File: config.mk
export PLATFORM = sky130hd
export DESIGN_NAME = fcpp_fifo
export DESIGN_NICKNAME = d
export VERILOG_FILES = /design/src/sv/fcpp_fifo.sv
export SDC_FILE = /design/constraint.sdc
export NUM_CORES = 1
export LEC_CHECK = 0
export BUFFER_PORTS_ARGS = -buffer_cell sky130_fd_sc_hd__buf_2
export CELL_PAD_IN_SITES_DETAIL_PLACEMENT = 0
export CELL_PAD_IN_SITES_GLOBAL_PLACEMENT = 1
export CORE_UTILIZATION = 40
export CTS_CLUSTER_SIZE = 8
export DETAILED_ROUTE_END_ITERATION = 10
export PLACE_DENSITY_LB_ADDON = 0.1
export SYNTH_ARGS = -nofsm -noshare
export SYNTH_HDL_FRONTEND = slang
export SYNTH_SLANG_ARGS = --single-unit
File: constraint.sdc
create_clock -name clk_i -period 2 [get_ports clk_i]
set_clock_uncertainty 0.1 [all_clocks]
set_input_delay 0.2 -clock clk_i [delete_from_list [all_inputs] [get_ports clk_i]]
set_output_delay 0.2 -clock clk_i [all_outputs]
set_load 0.02 [all_outputs]
File: src/sv/fcpp_fifo.sv
// Small register FIFO used for the decoupling and result queues.
// Depends on nothing beyond its parameters.
module fcpp_fifo #(
  parameter int  DEPTH = 4,
  parameter type T     = logic
) (
  input  logic clk_i,
  input  logic rst_ni,
  input  logic push_i,
  input  T     data_i,
  input  logic pop_i,
  output T     data_o,
  output logic empty_o
);
  localparam int PtrW = (DEPTH > 1) ? $clog2(DEPTH) : 1;
  localparam int CntW = $clog2(DEPTH + 1);

  T              mem_q [DEPTH];
  logic [PtrW-1:0] wr_q, rd_q;
  logic [CntW-1:0] cnt_q;

  assign empty_o = (cnt_q == '0);
  assign data_o  = mem_q[rd_q];

  always_ff @(posedge clk_i) begin
    if (push_i) begin
      mem_q[wr_q] <= data_i;
    end
  end

  always_ff @(posedge clk_i or negedge rst_ni) begin
    if (!rst_ni) begin
      wr_q  <= '0;
      rd_q  <= '0;
      cnt_q <= '0;
    end else begin
      if (push_i) begin
        wr_q <= (wr_q == PtrW'(DEPTH - 1)) ? '0 : wr_q + 1'b1;
      end
      if (pop_i) begin
        rd_q <= (rd_q == PtrW'(DEPTH - 1)) ? '0 : rd_q + 1'b1;
      end
      cnt_q <= cnt_q + CntW'(push_i) - CntW'(pop_i);
    end
  end
endmodule

# Word level (Yosys, flattened, before mapping)
# Memories as Yosys holds them, arrays and structs flattened.
# Index checks and enable logic that the tools add are counted.
# totals
ff_bits	7
mem_bits_rw	4
word_cells	15
memories	1
# mem_list
name	depth	word_bits	read_ports	rd_ports_with_merged_regs	wr	line_no	rtl
mem_q	4	1	1	0	1	18	T mem_q [DEPTH];
# classes
add_sub_neg	4
n_eq_ne	2
mux	4
n_reduce_logical	1
# op_table
op	n
2-bit by 1-bit adder with 2-bit output, second input constant	2
2-bit equality test, second input constant	2
2-bit two-way mux	2
3-bit by 1-bit adder with 3-bit output	1
3-bit zero test	1
3-bit by 1-bit subtractor with 3-bit output	1
1-bit two-way mux	2

# Longest topological paths before layout
# logic_depth
ltp_word	2
depth_mapped	8
depth_no_buf	8

# Worst setup path before layout
# OpenSTA, ideal clock, no wires.
# synth_timing
path_type	flip-flop to flip-flop
startpoint	register cnt_q[0]
endpoint	register cnt_q[2]
setup_ns	0.124
arrival_time_ns	1.443
setup_slack_ns	0.333
stages_incl_launch_ff	9
period_less_slack_ns	1.667
cell_sequence	dfrtp_1 > inv_1 > ha_1 > inv_1 > ha_1 > inv_1 > fa_1 > xnor2_1 > xnor2_1
# synth_between
elab_chain_cells	2
# synth_rtl
item	line_no	rtl
start, declared	20	logic [CntW-1:0] cnt_q;
start signal, assigned	43	cnt_q <= cnt_q + CntW'(push_i) - CntW'(pop_i);
3-bit by 1-bit adder with 3-bit output	43	
3-bit by 1-bit subtractor with 3-bit output	43	
# No other way between the ends.
# A chain may end at the register's enable or synchronous reset.

# Final worst setup path
# Ends and elaborated chain as after synthesis.

==> flow_summary.toml <==
[cts]
clock_latency_ns = 0.26
cts_resized = 0
tritoncts = "built"
cts_sinks = 11
clk_pin_slew_ns = 0.07
ctsHoldBuffers = 1
cts_made_buffers = 3
h-tree-depth = 1
clock_path_buffers = 2
cts_setup_buffers = 0
cts_root_buffer = "clkbuf_4"

[floorplan]
die_area_mm2 = 0.00153
core-area_mm2 = 0.00119
die_y_um = 39.1
num_rows = 12
io_pins = 7
dieWidth_um = 39.1
initial_utilization_pct = 46.3

[yosys]
synth_compound_area_share_pct = 1.82
yosysSeqAreaShare_pct = 53.8
ys.warnings.count = 0
syn_avg_cell_area_um2 = 13.7
synthXorXnorAreaFrac_pct = 3.19
synth_simple_gate_area_share_pct = 9.34
netlist_instances = 40
synth.net_count = 53
synth_top_family_by_area = "adder cells"
synthAdderAreaFrac_pct = 19.6
synth_mux_area_share_pct = 8.20
synth_area_um2 = 549
synth_seq_cells = 11
synth_cell_types = 14

[timing]
setup_viol = 0
max-slew-margin-rel_pct = 88.5
min_period_ns = 1.73
rsz0062_at_grt = "no"
fmax_mhz = 578
report.final.slew_viol_count = 0
worst_slew_pin_slew_ns = 0.173
timing.hold.ws_ns = 0.0629
tns_ns = 0
post-route-period-util_pct = 86.5
hold_violations = 0
timing.final.ws_setup_ns = 0.270

[setup_path]
reg2reg_slack_ns = 0.27
cp_num_cells = 8
path_cells = "inv_1 -> ha_1 -> inv_1 -> ha_1 -> inv_1 -> fa_1 -> xnor2_1 -> xnor2_1"
timing.rr.end = "cnt_q[2]"
critPathCaptureType = "flip-flop"
setup.worst_path.start = "cnt_q[0]"
required_ns = 2.09
startpoint_type = "flip-flop"
crit_top_cell = "inv_1"
r2r_cells = 8
timing.rr.start = "cnt_q[0]"
endpoint = "cnt_q[2]"
worstSetupPathType = "flip-flop to flip-flop"
critPathMaxStageDelay_ns = 0.37
worst-path-buf-inv = 3
crit_fanout = 2
cp_top_family = "adder cells"
slowest_stage = "fa_1"
cp.arrival_ns = 1.82

[grt]
grt_pass1_vias = 330
grt_use_total_pct = 14.1
antenna_found_initial = 0
grt-ovfl-total = 0
grt_max_degree = 10
grt_pass1_wl_um = 1320

[routing]
wirelength_um = 801
drtPass1Iterations = 2
drtIter0Drc = 2
ant_nets = 0
wl_per_cell_um = 12.3
via_per_inst = 4.88
vias = 317
drc_errors = 0

[cells_and_area]
final_cell_mix = "ha_1, dfrtp_1, inv_1, buf_2"
area_growth_syn_to_layout_pct = 15.3
antenna-diode-count = 0
drive_gt1_share_pct = 31.4
nets = 65

[placed_design]
gp_congestion = 0.578
dp_hpwl_um = 644
place_ws_ns = 0.279
port_buffers = 6

[pwr]
peakVddDrop_mv = 0.614
powerDensity_mw_per_mm2 = 1370
leakagePower_nw = 0.297

[job]
maxCapViolCount = 0

[status]
status = "completed"

[min_path]
hold_class = "primary input to flip-flop"
-- through the flow --
step | power (W) | area [um^2] | util, % | instances
2_1_floorplan | 0.000639 | 549 | - | 40
3_3_place_gp | 0.000696 | 597 | 50.3 | 60
3_5_place_dp | 0.000732 | 597 | 50.3 | 60
4_1_cts | 0.000880 | 633 | 53.4 | 65
5_1_grt | 0.000948 | 633 | 53.4 | 65
6_report | 0.000867 | 633 | 53.4 | 65
-- worst min-delay path by stage --
stage	endpoint	startpoint	depth (start not counted)	slack, ns
4_1_cts	mem_q[0]	data_i	1	0.06
5_1_grt	mem_q[0]	data_i	1	0.06
3_5_place_dp	wr_q[1]	rst_ni	1	-0.05
6_report	mem_q[0]	data_i	1	0.06
3_3_place_gp	wr_q[0]	rst_ni	1	-0.06
2_1_floorplan	cnt_q[0]	rst_ni	0	-0.20
-- cell families after synthesis --
logic type	after synthesis
flip-flops	11
AO/OA/AOI/OAI	2
XOR/XNOR	2
AND/OR/NAND/NOR	8
adder cells (fa/ha/maj)	8
buffers and inverters	6
multiplexers	3
-- cell usage after synthesis (all sizes together) --
cell type / count / share of area [%]
or3b: 1 / 1.6
mux4: 1 / 4.1
and2: 4 / 5.5
dfrtp: 7 / 32
xnor2: 2 / 3.2
ha: 7 / 16
nor3: 1 / 0.91
nor2: 1 / 0.68
nand2: 1 / 0.68
fa: 1 / 3.6
mux2: 2 / 4.1
inv: 6 / 4.1
o21ai: 2 / 1.8
edfxtp: 4 / 22
-- power by group --
part | switching [W] | total (W) | leakage [nW] | internal, W
logic | 0.000154 | 0.000327 | 0.163 | 0.000172
registers | 0.0000696 | 0.000393 | 0.120 | 0.000323
clock network | 0.0000705 | 0.000148 | 0.0150 | 0.0000771
total | 0.000295 | 0.000867 | 0.297 | 0.000573
-- sequential cells by signal (all words and copies together), names as in the netlist --
register / cells
cnt_q: 3
mem_q: 4
rd_q: 2
wr_q: 2
-- worst reg2reg max path: stages (launching register included) --
cell and delay, ns:
dfrtp_1 0.34, inv_1 0.05, ha_1 0.26, inv_1 0.05, ha_1 0.13, inv_1 0.05
fa_1 0.37, xnor2_1 0.17, xnor2_1 0.14
-- cell type report --
class                   instances  area, um^2
fillers                       104         553
flip-flops and latches         11         295
multi-input cells              23         231
repair buffers                  7        40.0
clock buffers                   4        26.3
inverters                       6        22.5
well taps                      14        17.5
-- metal layers --
layer,up-vias,wire (um),GRT usage [%]
met2,6,420,24.6
met1,150,339,14.3
li1,157,-,-
met3,4,23,3.47
met4,0,17,10.3
met5,-,0,0
(Power assumes the default switching activity.)
