### src/sv/fcpp_pkg.sv
// Shared types, widths and register codes for the frustum cull and projection unit.
// No dependencies.
package fcpp_pkg;

  localparam int CoordW  = 32;
  localparam int HalfW   = 15;
  localparam int AspW    = 16;
  localparam int AspFrac = 8;
  localparam int ScrW    = 16;
  localparam int CfgW    = 32;
  localparam int CfgIdxW = 3;
  localparam int NumW    = HalfW + CoordW;
  localparam int QW      = ScrW + 1;

  typedef enum logic [CfgIdxW-1:0] {
    REG_HALF_W = 3'd0,
    REG_HALF_H = 3'd1,
    REG_ASPECT = 3'd2,
    REG_NEAR   = 3'd3,
    REG_FAR    = 3'd4
  } cfg_reg_e;

  typedef struct packed {
    logic signed [CoordW-1:0] view_x;
    logic signed [CoordW-1:0] view_y;
    logic signed [CoordW-1:0] view_z;
  } vtx_t;

  typedef struct packed {
    logic            inside_res;
    logic [ScrW-1:0] screen_col;
    logic [ScrW-1:0] screen_row;
  } res_t;

  typedef struct packed {
    logic              in_view;
    logic              neg_c;
    logic              neg_r;
    logic [NumW-1:0]   num_c;
    logic [NumW-1:0]   num_r;
    logic [CoordW-1:0] den;
  } mid_t;

  typedef struct packed {
    logic [HalfW-1:0]         half_w;
    logic [HalfW-1:0]         half_h;
    logic [AspW-1:0]          aspect;
    logic signed [CoordW-1:0] near_p;
    logic signed [CoordW-1:0] far_p;
  } cfg_t;

endpackage

### src/sv/fcpp_front.sv
// Front end: magnitudes, plane compares, scale products and frustum test.
// Depends on fcpp_pkg.
module fcpp_front
  import fcpp_pkg::*;
(
  input  logic clk_i,
  input  logic rst_ni,
  input  logic push_i,
  input  vtx_t vtx_i,
  input  cfg_t cfg_i,
  output logic valid_o,
  output mid_t mid_o
);
  logic              a_vld_q, b_vld_q;
  logic [CoordW-1:0] ax_q, ay_q, az_q;
  logic              nx_q, ny_q, nz_q, plane_q;
  mid_t              mid_q;

  logic [NumW-1:0]      pc, pr;
  logic [AspW+CoordW-1:0] py;

  assign pc = NumW'(cfg_i.half_w) * NumW'(ax_q);
  assign pr = NumW'(cfg_i.half_w) * NumW'(ay_q);
  assign py = (AspW+CoordW)'(cfg_i.aspect) * (AspW+CoordW)'(ay_q);

  always_ff @(posedge clk_i) begin
    ax_q    <= vtx_i.view_x[CoordW-1] ? -vtx_i.view_x : vtx_i.view_x;
    ay_q    <= vtx_i.view_y[CoordW-1] ? -vtx_i.view_y : vtx_i.view_y;
    az_q    <= vtx_i.view_z[CoordW-1] ? -vtx_i.view_z : vtx_i.view_z;
    nx_q    <= vtx_i.view_x[CoordW-1];
    ny_q    <= vtx_i.view_y[CoordW-1];
    nz_q    <= vtx_i.view_z[CoordW-1];
    plane_q <= (vtx_i.view_z > cfg_i.near_p) && (vtx_i.view_z < cfg_i.far_p);
    mid_q.in_view <= plane_q && (az_q > ax_q) &&
                     ({(AspW-AspFrac)'(0), az_q, AspFrac'(0)} > py);
    mid_q.neg_c  <= nx_q ^ nz_q;
    mid_q.neg_r  <= ny_q ^ nz_q;
    mid_q.num_c  <= pc;
    mid_q.num_r  <= pr;
    mid_q.den    <= az_q;
  end

  always_ff @(posedge clk_i or negedge rst_ni) begin
    if (!rst_ni) begin
      a_vld_q <= 1'b0;
      b_vld_q <= 1'b0;
    end else begin
      a_vld_q <= push_i;
      b_vld_q <= a_vld_q;
    end
  end

  assign valid_o = b_vld_q;
  assign mid_o   = mid_q;
endmodule

### config.mk
export PLATFORM = sky130hd
export DESIGN_NAME = fcpp_front
export DESIGN_NICKNAME = d
export VERILOG_FILES = /design/src/sv/fcpp_pkg.sv /design/src/sv/fcpp_front.sv
export SDC_FILE = /design/constraint.sdc
export NUM_CORES = 2
export LEC_CHECK = 0
export BUFFER_PORTS_ARGS = -buffer_cell sky130_fd_sc_hd__buf_2
export CORE_MARGIN = 2
export CORE_UTILIZATION = 60
export CTS_BUF_LIST = sky130_fd_sc_hd__clkbuf_8
export CTS_CLUSTER_DIAMETER = 80
export CTS_CLUSTER_SIZE = 12
export DETAILED_ROUTE_END_ITERATION = 6
export GPL_TIMING_DRIVEN = 1
export PLACE_DENSITY = 0.79
export SLEW_MARGIN = 20
export SYNTH_ARGS = -nofsm -noshare
export SYNTH_HDL_FRONTEND = slang
export SYNTH_SLANG_ARGS = --single-unit
### constraint.sdc
create_clock -name clk_i -period 16.8 [get_ports clk_i]
set_input_delay 3.36 -clock clk_i [delete_from_list [all_inputs] [get_ports clk_i]]
set_output_delay 3.36 -clock clk_i [all_outputs]
set_load 0.1 [all_outputs]
---- Word-level counts from Yosys, hierarchy flattened ----
Cells that the tools add are included.
Widths: inputs -> output; s select.
storage, ports and cells
  latch bits .............................. 0
  word-level logic and storage cells ...... 36
  register bits after elaboration ......... 231
  output and inout port bits .............. 130
  ROM bits ................................ 0
  memory bits (writable) .................. 0
  memories ................................ 0
cells by class
  order comparisons ....................... 4
  bitwise operators ....................... 2
  add/subtract/negate cells ............... 3
  shift operators ......................... 0
  multipliers ............................. 3
  mux-type cells .......................... 3
  reductions and logical operators ........ 3
  div/mod/pow operators ................... 0
  eq/ne operators ......................... 0
operator list
  kind               count
  $neg 32->32        3
  $mul 15x32->47     2
  $mux 31            3
  $gt 32x32->1       2
  $gt 40x48->1       1
  $mul 16x32->48     1
  $lt 32x32->1       1
  $logic_and 1x1->1  3
  $xor 1x1->1        2

---- Depth between registers and ports, before layout ----
  depth in word-level cells ............... 3
  gate-level depth with buffers ........... 37
  mapped depth without buffers ............ 35

---- Worst setup path after synthesis ----
No wires, ideal clock.
  path kind ............................... input to register
  start ................................... input port cfg_i[65] in the netlist's numbering
  end ..................................... register mid_q (netlist bit mid_o[128])
  buffers on the path ..................... 2
  setup time .............................. 0.120 ns
  setup slack ............................. 6.277 ns
  cell stages on the path ................. 32
  arrival time ............................ 10.403 ns
  path through ............................ clkbuf_1 -> nand2_1 -> fa_1 -> fa_1 -> fa_1 -> fa_1 -> inv_1 -> fa_1 -> fa_1 -> ha_1 -> clkbuf_1 -> nand3_1 -> nor4_1 -> o21ai_0 -> nand3_1 -> a31oi_1 -> o21ai_0 -> a31oi_1 -> o21ai_0 -> a31oi_1 -> xor2_1 -> ha_1 -> a21oi_1 -> nor2_1 -> a2111oi_0 -> o31a_1 -> o21ai_0 -> a31oi_1 -> a21oi_1 -> and3_1 -> nand4_1 -> nor4b_1
between the ends
  word-level cells in the longest chain between the ends .. 3
ends and longest elaborated chain
  what               line              text
  start, declared    fcpp_front.sv:10  input cfg_t cfg_i,
  $mul 16x32->48     fcpp_front.sv:24  assign py = (AspW+CoordW)'(cfg_i.aspect) * (AspW+CoordW)'(ay_q);
  $gt 40x48->1       fcpp_front.sv:35  ({(AspW-AspFrac)'(0), az_q, AspFrac'(0)} > py);
  $logic_and 1x1->1  fcpp_front.sv:34  mid_q.in_view <= plane_q && (az_q > ax_q) &&
  end, declared      fcpp_front.sv:17  mid_t mid_q;
No other way between the ends.
A chain may end at the register's enable or synchronous reset.

---- Worst setup path in the final report ----
  start ................................... input port cfg_i[71] in the netlist's numbering
  end ..................................... register mid_q (netlist bit mid_o[128])
The elaborated chain is that of the path after synthesis.

==> impl_metrics.tcl <==
set metrics [dict create \
    cp_max_fo 32 \
    vias 42500 \
    timing.fmax_ghz 0.0891 \
    synth.avg_cell_area_um2 8.94 \
    syn_inst 6172 \
    clock-sinks 231 \
    syn_nets 8047 \
    core_area_um2 91400 \
    slowest_stage "nor4b_1" \
    slew_headroom 0.274 \
    status "complete, but fails checks" \
    violations "DRC" \
    syn_area_um2 55200 \
    finalSetupTns_ns 0 \
    start_kind "input port" \
    postRouteWirelength_mm 142 \
    io_buffers 323 \
    synthFlopType "dfxtp_1" \
    hold_path.class "reg -> reg" \
    cts_setup_buffers 0 \
    antenna_found_initial 7 \
    synth-edff-count 0 \
    dp_hpwl_mm 110 \
    finalSetupViolCount 0 \
    drc 15 \
    min_to "valid_o" \
    crit_type "in -> reg" \
    num_rows 111 \
    min_from "a_vld_q" \
    dr.first_iter.drc_count 2739 \
    r2r-end "mid_o[128]" \
    cpMostUsedCell "fa_1" \
    viasPerCell 5.71 \
    pre_cts_ws_ns 5.04 \
    ff2ff_path_depth 32 \
    drive_gt1_frac 0.0678 \
    track_usage 0.313 \
    critPathMaxStageDelay_ns 0.84 \
    grt_max_degree 65 \
    cts_max_path_buffers 3 \
    tightestPinTransition_ns 1.08 \
    synth_seq_cells 231 \
    synth_cell_types 75 \
    ctsResizeCount 0 \
    insertion_delay_ns 0.65 \
    drtAntennaViolNets 0 \
    fin_ws_ns 5.58 \
    cts-root-buf "clkbuf_8" \
    gr-total-overflow 0 \
    grt_pass1_wl_mm 235 \
    rsz0062_at_grt "false" \
    grt_pass1_vias 45300 \
    initial_core_util 0.604 \
    r2r-start "ay_q[6]" \
    ioPinCount 339 \
    holdPathStages 0 \
    clk_pin_slew_ns 0.09 \
    cts_tree "yes" \
    drtPass1Iterations 7 \
    ctsHoldBuffers 0 \
    cp.required_ns 17.34 \
    place_congestion 0.938 \
    maxSlewViolCount 0 \
    die_h_um 307 \
    areaGrowthSynthToFinish_pct 4.92 \
    final_nets 8127 \
    ys_seq_area_frac 0.0840 \
    cts-buffers-inserted 25 \
    wire_per_inst_um 19.1 \
    die_width_um 307 \
    hold_viol 0 \
    cap_viol_max_count 0 \
    ys_async_sr_fraction 0.00866 \
    startpoint "cfg_i[71]" \
    critPathCaptureType "flop" \
    ys_warn_count 0 \
    worst-endpoint-arrival_ns 11.76 \
    whs_ns 0.367 \
    clock_skew_ns 0.0249 \
    worst-r2r-setup-slack_ns 7.97 \
    cts_htree_levels 1 \
    layout_min_cycle_time_ns 11.22 \
    period_share 0.668 \
    die_area_um2 94400 \
]
cells in the final DEF (no fill, tap or decap), drive strengths merged, types with 20 or more instances in the layout:
master	instances
a31oi	25
xnor2	169
inv	1225
o21bai	31
or3	20
nand2b	20
a21o	91
buf	372
clkbuf	27
nor3	30
xor2	46
nand2	1040
ha	472
o21ai	113
a21oi	169
dfxtp	229
nand3	40
and2	570
fa	1194
nand4	47
nor2	94
o31ai	28
through the flow:
stage / area, um^2 / utilization / std cells
2_1_floorplan: 55200 / - / 6172
3_3_place_gp: 57400 / 0.629 / 7411
3_5_place_dp: 57400 / 0.629 / 7411
4_1_cts: 57900 / 0.633 / 7444
5_1_grt: 57900 / 0.633 / 7444
6_report: 57900 / 0.633 / 7447
sequential cells by signal, indices dropped and copies added (netlist names):
name / flops
mid_o: 129
ax_q: 32
ay_q: 32
az_q: 32
a_vld_q: 1
nx_q: 1
ny_q: 1
nz_q: 1
plane_q: 1
valid_o: 1
critical path: cells and delay by family:
| family | cells | cell delay (ns) |
|---|---|---|
| AO/OA/AOI/OAI | 8 | 1.80 |
| XOR/XNOR | 1 | 0.18 |
| adder cells (fa/ha/maj) | 8 | 3.68 |
| buffers and inverters | 6 | 0.89 |
| AND/OR/NAND/NOR | 9 | 1.85 |
per-layer routing:
layer | up-vias | part of all wire | GRT usage
li1 | 18800 | - | -
met1 | 21500 | 0.38 | 0.402
met5 | - | 0.00041 | 0
met2 | 1887 | 0.48 | 0.522
met4 | 8 | 0.043 | 0.119
met3 | 338 | 0.098 | 0.0674
cell families (layout without fill, tap and decap cells):
group,after synthesis,count (layout),share of synthesized area
compound gates,567,567,0.0657
mux,4,4,0.000748
flops,231,231,0.0840
fa+ha+maj,1666,1666,0.540
xor+xnor,215,215,0.0341
simple gates,1950,1950,0.170
other cells,0,3,0
buf+inv,1539,1625,0.105
Yosys cell counts, drive strengths merged, types with 17 or more instances:
cell / instances / share of area
ha: 472 / 0.11
inv: 1220 / 0.083
a21o: 91 / 0.012
nand2: 1040 / 0.071
nor4: 17 / 0.0024
nor2: 94 / 0.0064
a31oi: 25 / 0.0028
nand3: 40 / 0.0036
nand2b: 20 / 0.0023
a21oi: 169 / 0.015
o21a: 18 / 0.0024
xnor2: 169 / 0.027
fa: 1194 / 0.43
o31ai: 28 / 0.0041
nor3: 30 / 0.0029
xor2: 46 / 0.0073
o21bai: 31 / 0.0042
clkbuf: 318 / 0.022
o21ai: 113 / 0.010
nor2b: 18 / 0.0020
or4: 17 / 0.0026
dfxtp: 229 / 0.083
or3: 20 / 0.0023
a211oi: 18 / 0.0024
nand4: 47 / 0.0053
and3: 17 / 0.0019
and2: 570 / 0.065
worst max-delay path by stage:
stage	slack [ns]	end
global route	5.09	mid_o[128]
global placement	5.00	mid_o[128]
CTS	5.68	mid_o[128]
finish	5.58	mid_o[128]
floorplan	6.28	mid_o[128]
detailed placement	5.04	mid_o[128]
layout make-up:
cell class              instances  area (um^2)
diodes                          3         7.51
clock buffers                  27          372
clock inverters                 6         63.8
fillers                      7680        33500
inverters                    1220         4580
multi-input cells            4402        44800
flip-flops and latches        231         4630
well taps                    1186         1480
repair buffers                372         1980
Power is not shown: default switching activity piles up to over one toggle a cycle in this logic, so the estimate is an artifact.
